## config.mk

```make
export PLATFORM = sky130hd
export DESIGN_NAME = scalar_kalman_filter_core_flat
export DESIGN_NICKNAME = d
export VERILOG_FILES = /design/src/rtl/skf_pkg.sv /design/src/rtl/skf_interfaces.sv /design/src/rtl/scalar_kalman_filter_core.sv /design/src/rtl/skf_mul.sv /design/src/rtl/skf_div.sv /design/src/flat_wrapper.sv
export SDC_FILE = /design/constraint.sdc
export NUM_CORES = 2
export LEC_CHECK = 0
export ABC_AREA = 1
export BUFFER_PORTS_ARGS = -buffer_cell sky130_fd_sc_hd__buf_4
export CELL_PAD_IN_SITES_DETAIL_PLACEMENT = 0
export CELL_PAD_IN_SITES_GLOBAL_PLACEMENT = 2
export CORE_MARGIN = 4
export CORE_UTILIZATION = 39
export CTS_CLUSTER_DIAMETER = 200
export DETAILED_ROUTE_END_ITERATION = 8
export PLACE_DENSITY_LB_ADDON = 0.1
export SLEW_MARGIN = 40
export SYNTH_ARGS = -nofsm -noshare
export SYNTH_HDL_FRONTEND = slang
export SYNTH_HIERARCHICAL = 1
export SYNTH_SLANG_ARGS = --single-unit
```

## constraint.sdc

```tcl
create_clock -name clk -period 9.8 [get_ports clk]
set_input_delay 0.98 -clock clk [delete_from_list [all_inputs] [get_ports clk]]
set_output_delay 0.98 -clock clk [all_outputs]
set_load 0.01 [all_outputs]
```

## src/rtl/skf_pkg.sv

```systemverilog
// Package for the scalar Kalman filter core: widths, register indexes,
// sequencer states and the shared fixed-point helper functions.
// Depends on nothing; every other file imports it.
package skf_pkg;

    localparam int DATA_WIDTH = 32;
    localparam int FRAC_BITS  = 16;
    localparam int VAR_W      = DATA_WIDTH - 1;
    localparam int GAIN_W     = FRAC_BITS + 1;
    localparam int MAG_W      = DATA_WIDTH + 1;
    localparam int PROD_W     = 2 * MAG_W;
    localparam int RND_W      = PROD_W - FRAC_BITS;
    localparam int TERM_W     = RND_W + 1;
    localparam int SUM_W      = TERM_W + 1;
    localparam int DEN_W      = DATA_WIDTH;
    localparam int REM_W      = DEN_W + 1;
    localparam int DIV_STEPS  = FRAC_BITS + 1;
    localparam int CNT_W      = $clog2(DIV_STEPS + 1);
    localparam int CFG_IDX_W  = 3;

    localparam logic [GAIN_W-1:0] ONE_Q = GAIN_W'(1) << FRAC_BITS;
    localparam logic [VAR_W-1:0]  VAR_MAX = {VAR_W{1'b1}};

    localparam logic [VAR_W-1:0]      RST_PROCESS_NOISE     = VAR_W'(66);
    localparam logic [VAR_W-1:0]      RST_MEASUREMENT_NOISE = VAR_W'(65536);
    localparam logic [DATA_WIDTH-1:0] RST_CONTROL_GAIN      = '0;
    localparam logic [DATA_WIDTH-1:0] RST_INITIAL_ESTIMATE  = '0;
    localparam logic [VAR_W-1:0]      RST_INITIAL_ERROR     = VAR_W'(65536);

    localparam logic FUNC_RESTART = 1'b1;

    typedef enum logic [CFG_IDX_W-1:0] {
        REG_PROCESS_NOISE     = 3'd0,
        REG_MEASUREMENT_NOISE = 3'd1,
        REG_CONTROL_GAIN      = 3'd2,
        REG_INITIAL_ESTIMATE  = 3'd3,
        REG_INITIAL_ERROR     = 3'd4
    } cfg_idx_t;

    typedef enum logic [3:0] {
        ST_IDLE,
        ST_CMUL,
        ST_CRND,
        ST_CADD,
        ST_DSTART,
        ST_DWAIT,
        ST_EMUL,
        ST_ERND,
        ST_EADD,
        ST_VMUL,
        ST_VRND,
        ST_OUT
    } state_t;

    function automatic logic signed [DATA_WIDTH-1:0] sat_s(input logic signed [SUM_W-1:0] v);
        logic signed [SUM_W-1:0] smax;
        logic signed [SUM_W-1:0] smin;
        smax = {{(SUM_W-DATA_WIDTH+1){1'b0}}, {(DATA_WIDTH-1){1'b1}}};
        smin = ~smax;
        if (v > smax)
        begin
            return smax[DATA_WIDTH-1:0];
        end
        else if (v < smin)
        begin
            return smin[DATA_WIDTH-1:0];
        end
        return v[DATA_WIDTH-1:0];
    endfunction

    function automatic logic [RND_W-1:0] round_shift(input logic [PROD_W-1:0] prod);
        logic [PROD_W-1:0] t;
        t = prod + (PROD_W'(1) << (FRAC_BITS - 1));
        return t[PROD_W-1:FRAC_BITS];
    endfunction

    function automatic logic [MAG_W-1:0] mag_of(input logic signed [MAG_W-1:0] v);
        return v[MAG_W-1] ? MAG_W'(-v) : MAG_W'(v);
    endfunction

endpackage

```

## src/rtl/skf_interfaces.sv

```systemverilog
// Valid/ready channel interfaces for the scalar Kalman filter core:
// input items, result items and configuration writes. Depends on skf_pkg.
interface skf_item_if import skf_pkg::*; ();
    logic                         valid;
    logic                         ready;
    logic                         func;
    logic signed [DATA_WIDTH-1:0] measurement;
    logic signed [DATA_WIDTH-1:0] control_input;

    modport source(output valid, func, measurement, control_input, input ready);
    modport sink(input valid, func, measurement, control_input, output ready);
endinterface

interface skf_result_if import skf_pkg::*; ();
    logic                         valid;
    logic                         ready;
    logic signed [DATA_WIDTH-1:0] estimate;
    logic        [VAR_W-1:0]      error_variance;
    logic        [GAIN_W-1:0]     gain;

    modport source(output valid, estimate, error_variance, gain, input ready);
    modport sink(input valid, estimate, error_variance, gain, output ready);
endinterface

interface skf_cfg_if import skf_pkg::*; ();
    logic                  valid;
    logic                  ready;
    logic [CFG_IDX_W-1:0]  index;
    logic [DATA_WIDTH-1:0] data;

    modport source(output valid, index, data, input ready);
    modport sink(input valid, index, data, output ready);
endinterface

```

## src/rtl/scalar_kalman_filter_core.sv

```systemverilog
// Scalar Kalman filter core in signed Q16.16, built from a sequencer, one
// shared multiplier and an iterative divider. Depends on skf_pkg and the channel interfaces.
// A restart item goes straight to the output state; an update item first runs the control,
// divider, estimate and variance steps, the gain divider taking most of that time. The core
// takes the next item back in idle. A full result register holds the core back.
// Reset restores the configuration defaults, the estimate to 0 and the variance to 65536.
module scalar_kalman_filter_core import skf_pkg::*;
(
    input  logic         clk,
    input  logic         rst_n,
    skf_item_if.sink     item,
    skf_result_if.source result,
    skf_cfg_if.sink      cfg
);

    state_t state_reg;
    state_t state_next;

    logic [VAR_W-1:0]             process_noise_reg;
    logic [VAR_W-1:0]             measurement_noise_reg;
    logic signed [DATA_WIDTH-1:0] control_gain_reg;
    logic signed [DATA_WIDTH-1:0] initial_estimate_reg;
    logic [VAR_W-1:0]             initial_error_reg;

    logic signed [DATA_WIDTH-1:0] estimate_reg;
    logic [VAR_W-1:0]             variance_reg;

    logic signed [DATA_WIDTH-1:0] meas_reg;
    logic signed [DATA_WIDTH-1:0] ctl_reg;
    logic signed [DATA_WIDTH-1:0] x_reg;
    logic [VAR_W-1:0]             p_reg;
    logic signed [MAG_W-1:0]      diff_reg;
    logic [GAIN_W-1:0]            k_reg;
    logic                         neg_reg;
    logic signed [TERM_W-1:0]     term_reg;

    logic                         out_valid_reg;
    logic signed [DATA_WIDTH-1:0] out_estimate_reg;
    logic [VAR_W-1:0]             out_variance_reg;
    logic [GAIN_W-1:0]            out_gain_reg;

    logic                         in_accept;
    logic                         div_start;
    logic                         div_done;
    logic [GAIN_W-1:0]            div_quot;
    logic                         out_load;
    logic [MAG_W-1:0]             mul_a;
    logic [MAG_W-1:0]             mul_b;
    logic [PROD_W-1:0]            mul_prod;
    logic [RND_W-1:0]             rnd;
    logic signed [TERM_W-1:0]     rnd_signed;
    logic [DATA_WIDTH-1:0]        p_sum;
    logic [DEN_W-1:0]             den;

    skf_mul u_mul
    (
        .clk  (clk),
        .a    (mul_a),
        .b    (mul_b),
        .prod (mul_prod)
    );

    skf_div u_div
    (
        .clk   (clk),
        .rst_n (rst_n),
        .start (div_start),
        .num   (p_reg),
        .den   (den),
        .done  (div_done),
        .quot  (div_quot)
    );

    always_comb
    begin
        state_next = state_reg;
        case (state_reg)
            ST_IDLE:
            begin
                if (in_accept)
                begin
                    state_next = (item.func == FUNC_RESTART) ? ST_OUT : ST_CMUL;
                end
            end
            ST_CMUL:   state_next = ST_CRND;
            ST_CRND:   state_next = ST_CADD;
            ST_CADD:   state_next = ST_DSTART;
            ST_DSTART: state_next = ST_DWAIT;
            ST_DWAIT:
            begin
                if (div_done)
                begin
                    state_next = ST_EMUL;
                end
            end
            ST_EMUL:   state_next = ST_ERND;
            ST_ERND:   state_next = ST_EADD;
            ST_EADD:   state_next = ST_VMUL;
            ST_VMUL:   state_next = ST_VRND;
            ST_VRND:   state_next = ST_OUT;
            ST_OUT:
            begin
                if (out_load)
                begin
                    state_next = ST_IDLE;
                end
            end
            default:   state_next = ST_IDLE;
        endcase
    end

    always_comb
    begin
        item.ready = 1'b0;
        div_start  = 1'b0;
        out_load   = 1'b0;
        mul_a      = '0;
        mul_b      = '0;
        case (state_reg)
            ST_IDLE:   item.ready = 1'b1;
            ST_DSTART: div_start = 1'b1;
            ST_CMUL:
            begin
                mul_a = mag_of({control_gain_reg[DATA_WIDTH-1], control_gain_reg});
                mul_b = mag_of({ctl_reg[DATA_WIDTH-1], ctl_reg});
            end
            ST_EMUL:
            begin
                mul_a = mag_of(diff_reg);
                mul_b = MAG_W'(k_reg);
            end
            ST_VMUL:
            begin
                mul_a = MAG_W'(p_reg);
                mul_b = MAG_W'(ONE_Q - k_reg);
            end
            ST_OUT:    out_load = !out_valid_reg || result.ready;
            default:
            begin
            end
        endcase
    end

    always_comb
    begin
        in_accept  = item.valid && item.ready;
        rnd        = round_shift(mul_prod);
        rnd_signed = neg_reg ? -$signed({1'b0, rnd}) : $signed({1'b0, rnd});
        p_sum      = {1'b0, variance_reg} + {1'b0, process_noise_reg};
        den        = {1'b0, p_reg} + {1'b0, measurement_noise_reg};
    end

    always_ff @(posedge clk or negedge rst_n)
    begin
        if (!rst_n)
        begin
            state_reg             <= ST_IDLE;
            process_noise_reg     <= RST_PROCESS_NOISE;
            measurement_noise_reg <= RST_MEASUREMENT_NOISE;
            control_gain_reg      <= RST_CONTROL_GAIN;
            initial_estimate_reg  <= RST_INITIAL_ESTIMATE;
            initial_error_reg     <= RST_INITIAL_ERROR;
            estimate_reg          <= RST_INITIAL_ESTIMATE;
            variance_reg          <= RST_INITIAL_ERROR;
            out_valid_reg         <= 1'b0;
        end
        else
        begin
            state_reg <= state_next;
            if (cfg.valid && cfg.ready)
            begin
                case (cfg_idx_t'(cfg.index))
                    REG_PROCESS_NOISE:     process_noise_reg     <= cfg.data[VAR_W-1:0];
                    REG_MEASUREMENT_NOISE: measurement_noise_reg <= cfg.data[VAR_W-1:0];
                    REG_CONTROL_GAIN:      control_gain_reg      <= cfg.data;
                    REG_INITIAL_ESTIMATE:  initial_estimate_reg  <= cfg.data;
                    REG_INITIAL_ERROR:     initial_error_reg     <= cfg.data[VAR_W-1:0];
                    default:
                    begin
                    end
                endcase
            end
            if (in_accept && item.func == FUNC_RESTART)
            begin
                estimate_reg <= initial_estimate_reg;
                variance_reg <= initial_error_reg;
            end
            else if (state_reg == ST_EADD)
            begin
                estimate_reg <= sat_s(SUM_W'(x_reg) + SUM_W'(term_reg));
            end
            else if (state_reg == ST_VRND)
            begin
                variance_reg <= rnd[VAR_W-1:0];
            end
            if (out_load)
            begin
                out_valid_reg <= 1'b1;
            end
            else if (result.ready)
            begin
                out_valid_reg <= 1'b0;
            end
        end
    end

    always_ff @(posedge clk)
    begin
        case (state_reg)
            ST_IDLE:
            begin
                if (in_accept)
                begin
                    meas_reg <= item.measurement;
                    ctl_reg  <= item.control_input;
                    k_reg    <= '0;
                end
            end
            ST_CMUL:   neg_reg  <= control_gain_reg[DATA_WIDTH-1] ^ ctl_reg[DATA_WIDTH-1];
            ST_CRND:   term_reg <= rnd_signed;
            ST_CADD:
            begin
                x_reg <= sat_s(SUM_W'(estimate_reg) + SUM_W'(term_reg));
                p_reg <= p_sum[DATA_WIDTH-1] ? VAR_MAX : p_sum[VAR_W-1:0];
            end
            ST_DSTART: diff_reg <= MAG_W'(meas_reg) - MAG_W'(x_reg);
            ST_DWAIT:
            begin
                if (div_done)
                begin
                    k_reg <= div_quot;
                end
            end
            ST_EMUL:   neg_reg  <= diff_reg[MAG_W-1];
            ST_ERND:   term_reg <= rnd_signed;
            default:
            begin
            end
        endcase
        if (out_load)
        begin
            out_estimate_reg <= estimate_reg;
            out_variance_reg <= variance_reg;
            out_gain_reg     <= k_reg;
        end
    end

    assign cfg.ready             = 1'b1;
    assign result.valid          = out_valid_reg;
    assign result.estimate       = out_estimate_reg;
    assign result.error_variance = out_variance_reg;
    assign result.gain           = out_gain_reg;

endmodule

```

## src/rtl/skf_mul.sv

```systemverilog
// Shared unsigned multiplier with a registered product, used for the
// control term, the estimate correction and the variance scaling. Depends on skf_pkg.
module skf_mul import skf_pkg::*;
(
    input  logic              clk,
    input  logic [MAG_W-1:0]  a,
    input  logic [MAG_W-1:0]  b,
    output logic [PROD_W-1:0] prod
);

    logic [PROD_W-1:0] prod_reg;

    always_ff @(posedge clk)
    begin
        prod_reg <= PROD_W'(a) * PROD_W'(b);
    end

    assign prod = prod_reg;

endmodule

```

## src/rtl/skf_div.sv

```systemverilog
// Restoring divider for the Kalman gain, one quotient bit per cycle, with
// round-to-nearest, clamping to one and a zero result for a zero divisor. Depends on skf_pkg.
module skf_div import skf_pkg::*;
(
    input  logic              clk,
    input  logic              rst_n,
    input  logic              start,
    input  logic [VAR_W-1:0]  num,
    input  logic [DEN_W-1:0]  den,
    output logic              done,
    output logic [GAIN_W-1:0] quot
);

    logic              busy_reg;
    logic              done_reg;
    logic [CNT_W-1:0]  cnt_reg;
    logic [REM_W-1:0]  rem_reg;
    logic [GAIN_W-1:0] q_reg;
    logic [DEN_W-1:0]  den_reg;
    logic [GAIN_W-1:0] quot_reg;

    logic              rem_ge;
    logic [REM_W-1:0]  rem_sel;
    logic [GAIN_W:0]   q_rnd;
    logic [GAIN_W-1:0] q_final;
    logic              last_step;

    always_comb
    begin
        rem_ge    = rem_reg >= {1'b0, den_reg};
        rem_sel   = rem_ge ? (rem_reg - {1'b0, den_reg}) : rem_reg;
        q_rnd     = {1'b0, q_reg} + (GAIN_W + 1)'(rem_ge);
        last_step = cnt_reg == CNT_W'(DIV_STEPS);
        if (den_reg == '0)
        begin
            q_final = '0;
        end
        else if (q_rnd > {1'b0, ONE_Q})
        begin
            q_final = ONE_Q;
        end
        else
        begin
            q_final = q_rnd[GAIN_W-1:0];
        end
    end

    always_ff @(posedge clk or negedge rst_n)
    begin
        if (!rst_n)
        begin
            busy_reg <= 1'b0;
            done_reg <= 1'b0;
            cnt_reg  <= '0;
        end
        else
        begin
            done_reg <= !start && busy_reg && last_step;
            if (start)
            begin
                busy_reg <= 1'b1;
                cnt_reg  <= '0;
            end
            else if (busy_reg)
            begin
                if (last_step)
                begin
                    busy_reg <= 1'b0;
                end
                else
                begin
                    cnt_reg <= cnt_reg + CNT_W'(1);
                end
            end
        end
    end

    always_ff @(posedge clk)
    begin
        if (start)
        begin
            rem_reg <= REM_W'(num);
            q_reg   <= '0;
            den_reg <= den;
        end
        else if (busy_reg)
        begin
            if (last_step)
            begin
                quot_reg <= q_final;
            end
            else
            begin
                rem_reg <= {rem_sel[REM_W-2:0], 1'b0};
                q_reg   <= {q_reg[GAIN_W-2:0], rem_ge};
            end
        end
    end

    assign done = done_reg;
    assign quot = quot_reg;

endmodule
```

## src/flat_wrapper.sv

```systemverilog
// flat-port wrapper written by rule: the top's interface ports become plain ports
module scalar_kalman_filter_core_flat import skf_pkg::*;
  (clk, rst_n, item_valid, item_func, item_measurement, item_control_input, item_ready, result_valid, result_estimate, result_error_variance, result_gain, result_ready, cfg_valid, cfg_index, cfg_data, cfg_ready);
  skf_item_if item_i ();
  skf_result_if result_i ();
  skf_cfg_if cfg_i ();
  input  logic clk;
  input  logic rst_n;
  input wire logic [$bits(item_i.valid)-1:0] item_valid;
  input wire logic [$bits(item_i.func)-1:0] item_func;
  input wire logic [$bits(item_i.measurement)-1:0] item_measurement;
  input wire logic [$bits(item_i.control_input)-1:0] item_control_input;
  output wire logic [$bits(item_i.ready)-1:0] item_ready;
  output wire logic [$bits(result_i.valid)-1:0] result_valid;
  output wire logic [$bits(result_i.estimate)-1:0] result_estimate;
  output wire logic [$bits(result_i.error_variance)-1:0] result_error_variance;
  output wire logic [$bits(result_i.gain)-1:0] result_gain;
  input wire logic [$bits(result_i.ready)-1:0] result_ready;
  input wire logic [$bits(cfg_i.valid)-1:0] cfg_valid;
  input wire logic [$bits(cfg_i.index)-1:0] cfg_index;
  input wire logic [$bits(cfg_i.data)-1:0] cfg_data;
  output wire logic [$bits(cfg_i.ready)-1:0] cfg_ready;
  assign item_i.valid = item_valid;
  assign item_i.func = item_func;
  assign item_i.measurement = item_measurement;
  assign item_i.control_input = item_control_input;
  assign item_ready = item_i.ready;
  assign result_valid = result_i.valid;
  assign result_estimate = result_i.estimate;
  assign result_error_variance = result_i.error_variance;
  assign result_gain = result_i.gain;
  assign result_i.ready = result_ready;
  assign cfg_i.valid = cfg_valid;
  assign cfg_i.index = cfg_index;
  assign cfg_i.data = cfg_data;
  assign cfg_ready = cfg_i.ready;
  scalar_kalman_filter_core u_core (.clk(clk), .rst_n(rst_n), .item(item_i), .result(result_i), .cfg(cfg_i));
endmodule
```

==> impl_metrics.tcl <==
set metrics [dict create \
    result_of_the_run "completed" \
    num_io_pins 188 \
    arrival_ps 9840 \
    detail-route-antenna-nets 0 \
    core_area_mm2 0.215 \
    cpMostUsedCell "nand2_1" \
    tightest_slew_ps 876 \
    drive_above_1_share 0.0660 \
    vdd_drop_max_mv 0.204 \
    mappedNetlistArea_mm2 0.0848 \
    gpl.final_weighted_congestion 0.935 \
    detailed_route_iter0_violations 5362 \
    drt-vias-per-instance 5.03 \
    most_frequent_cells_in_the_layout "nand2_1, inv_1, fa_1" \
    achievable-frequency_mhz 108 \
    antenna_found_initial 15 \
    critical_path.startpoint_type "flip-flop" \
    routed_wirelength_mm 312 \
    min_period_ps 9220 \
    final_core_util 0.435 \
    placed_cell_area_mm2 0.0904 \
    drtPass1Iterations 8 \
    finalSetupTns_ps 0 \
    cap_violations 0 \
    stdcell_area_mm2 0.0937 \
    mappedNetlistNets 13100 \
    rows 170 \
    areaGrowthSynthToFinish_pct 10.5 \
    peak_usage_layer_in_the_global_routing_report "met2" \
    report.final.setup_viol 0 \
    pre_cts_ws_ps 173 \
    worstHoldPathType "primary input to async pin" \
    globalRouteMet2Util 0.473 \
    timing.critical_path.fanout_max 16 \
    critPathKind "flip-flop to flip-flop" \
    routed_wire_length_per_instance_um 21.5 \
    final_hold_fails 0 \
    detailedPlacementHpwl_mm 264 \
    drt_drc_violations_left 0 \
    p_per_area_mw_per_mm2 309 \
    number_of_buffer_cells_added_on_primary_ports 186 \
    dieHeight_um 474 \
    clkTransAtPathRegs_ps 60 \
    skew_ps 70.6 \
    start_util 0.393 \
    netlist_instances 11500 \
    worst_slack_ps 576 \
    rsz_0062_raised_after_global_routing "no" \
    power.static_leakage_nw 50.9 \
    clock_tree.root_cell "clkbuf_16" \
    num_cts_buffers 87 \
    global_route.overflow_total 0 \
    final_common_cell "nand2_1" \
    standard_cell_with_the_maximum_stage_delay_on_the_critical_path "o211ai_1" \
    die_width_um 474 \
    setup.reg_to_reg.worst_slack_ps 580 \
    end_kind "flip-flop" \
    post-route-period-util 0.941 \
    final_net_count 13200 \
    avgSynthCellArea_um2 7.36 \
    clock-sinks 691 \
    cp_slowest_stage_delay_ps 670 \
    vias 73000 \
    grtUsageMet1 0.377 \
    vias_in_the_first_global_route 75000 \
    fp.dieArea_mm2 0.225 \
    timing.hold.ws_ps 136 \
    cts_htree_levels 3 \
    grt_start_max_net_pins 96 \
    worstPathRequired_ps 10420 \
    clock_latency_ps 730 \
    max-slew-margin-rel 0.414 \
    grtUsageTotal 0.278 \
    cts_tree "yes" \
    yosysWarningCount 6 \
    cts_hold_buffers 0 \
    grt_first_pass_wirelength_mm 471 \
    number_of_slew_limit_violations_in_the_final_report 0 \
    clockBufferDepth 3 \
    grt_use_met3 0.0235 \
]
## path summary, 6_finish.rpt
path	start	endpoint	depth (start not counted)
hold / removal	rst_n	u_core/measurement_noise_reg[2]$_DFFE_PN0P_	1
hold reg to reg	u_core/initial_error_reg[28]$_DFFE_PN0P_	u_core/initial_error_reg[28]$_DFFE_PN0P_	2
max in group asynchronous	rst_n	u_core/estimate_reg[31]$_DFFE_PN0P_	2
setup reg to reg	u_core/diff_reg[0]$_DFFE_PP_	u_core/u_mul/prod[59]$_DFF_P_	34
min in group clk	item_measurement[8]	u_core/meas_reg[8]$_DFFE_PP_	1
setup / recovery	u_core/diff_reg[0]$_DFFE_PP_	u_core/u_mul/prod[59]$_DFF_P_	34
## layout make-up
class,instances,area (um2)
antenna,2,5.00
clock buffer,105,2280
clock inverter,59,704
fill,22400,122000
inverter,2723,10200
multi-input combinational,7722,54800
sequential,691,18900
tap,2838,3550
timing repair buffer,370,3210
## worst max-delay path, delay by kind of cell (launching register included)
family / cells / cell delay, ps
adder cells (fa/ha/maj): 10 / 4430
buffers and inverters: 6 / 950
AO/OA/AOI/OAI: 2 / 800
AND/OR/NAND/NOR: 16 / 2490
flip-flops: 1 / 360
## stage by stage
step	total power, W	cells
floorplan	0.0180	11500
global placement	0.0253	14300
detailed placement	0.0254	14300
CTS	0.0289	14500
global route	0.0315	14500
finish	0.0289	14500
## report_power, final
group | total [W] | leakage, nW | switching, W | internal [W]
Sequential | 0.00559 | 7.06 | 0.00115 | 0.00444
Clock | 0.00337 | 1.42 | 0.00143 | 0.00194
Combinational | 0.0199 | 42.4 | 0.0135 | 0.00640
## layer usage
layer | vias up | routed length [um]
met5 | - | 0
li1 | 34800 | -
met4 | 0 | 10500
met3 | 371 | 14800
met1 | 36000 | 138000
met2 | 1895 | 149000
## timing repair
action / CTS / global route
resized for setup: 0 / 32
buffers inserted: 0 / 5
setup endpoints to repair: 0 / 45
Note: power is estimated with default switching activity, not from simulation.
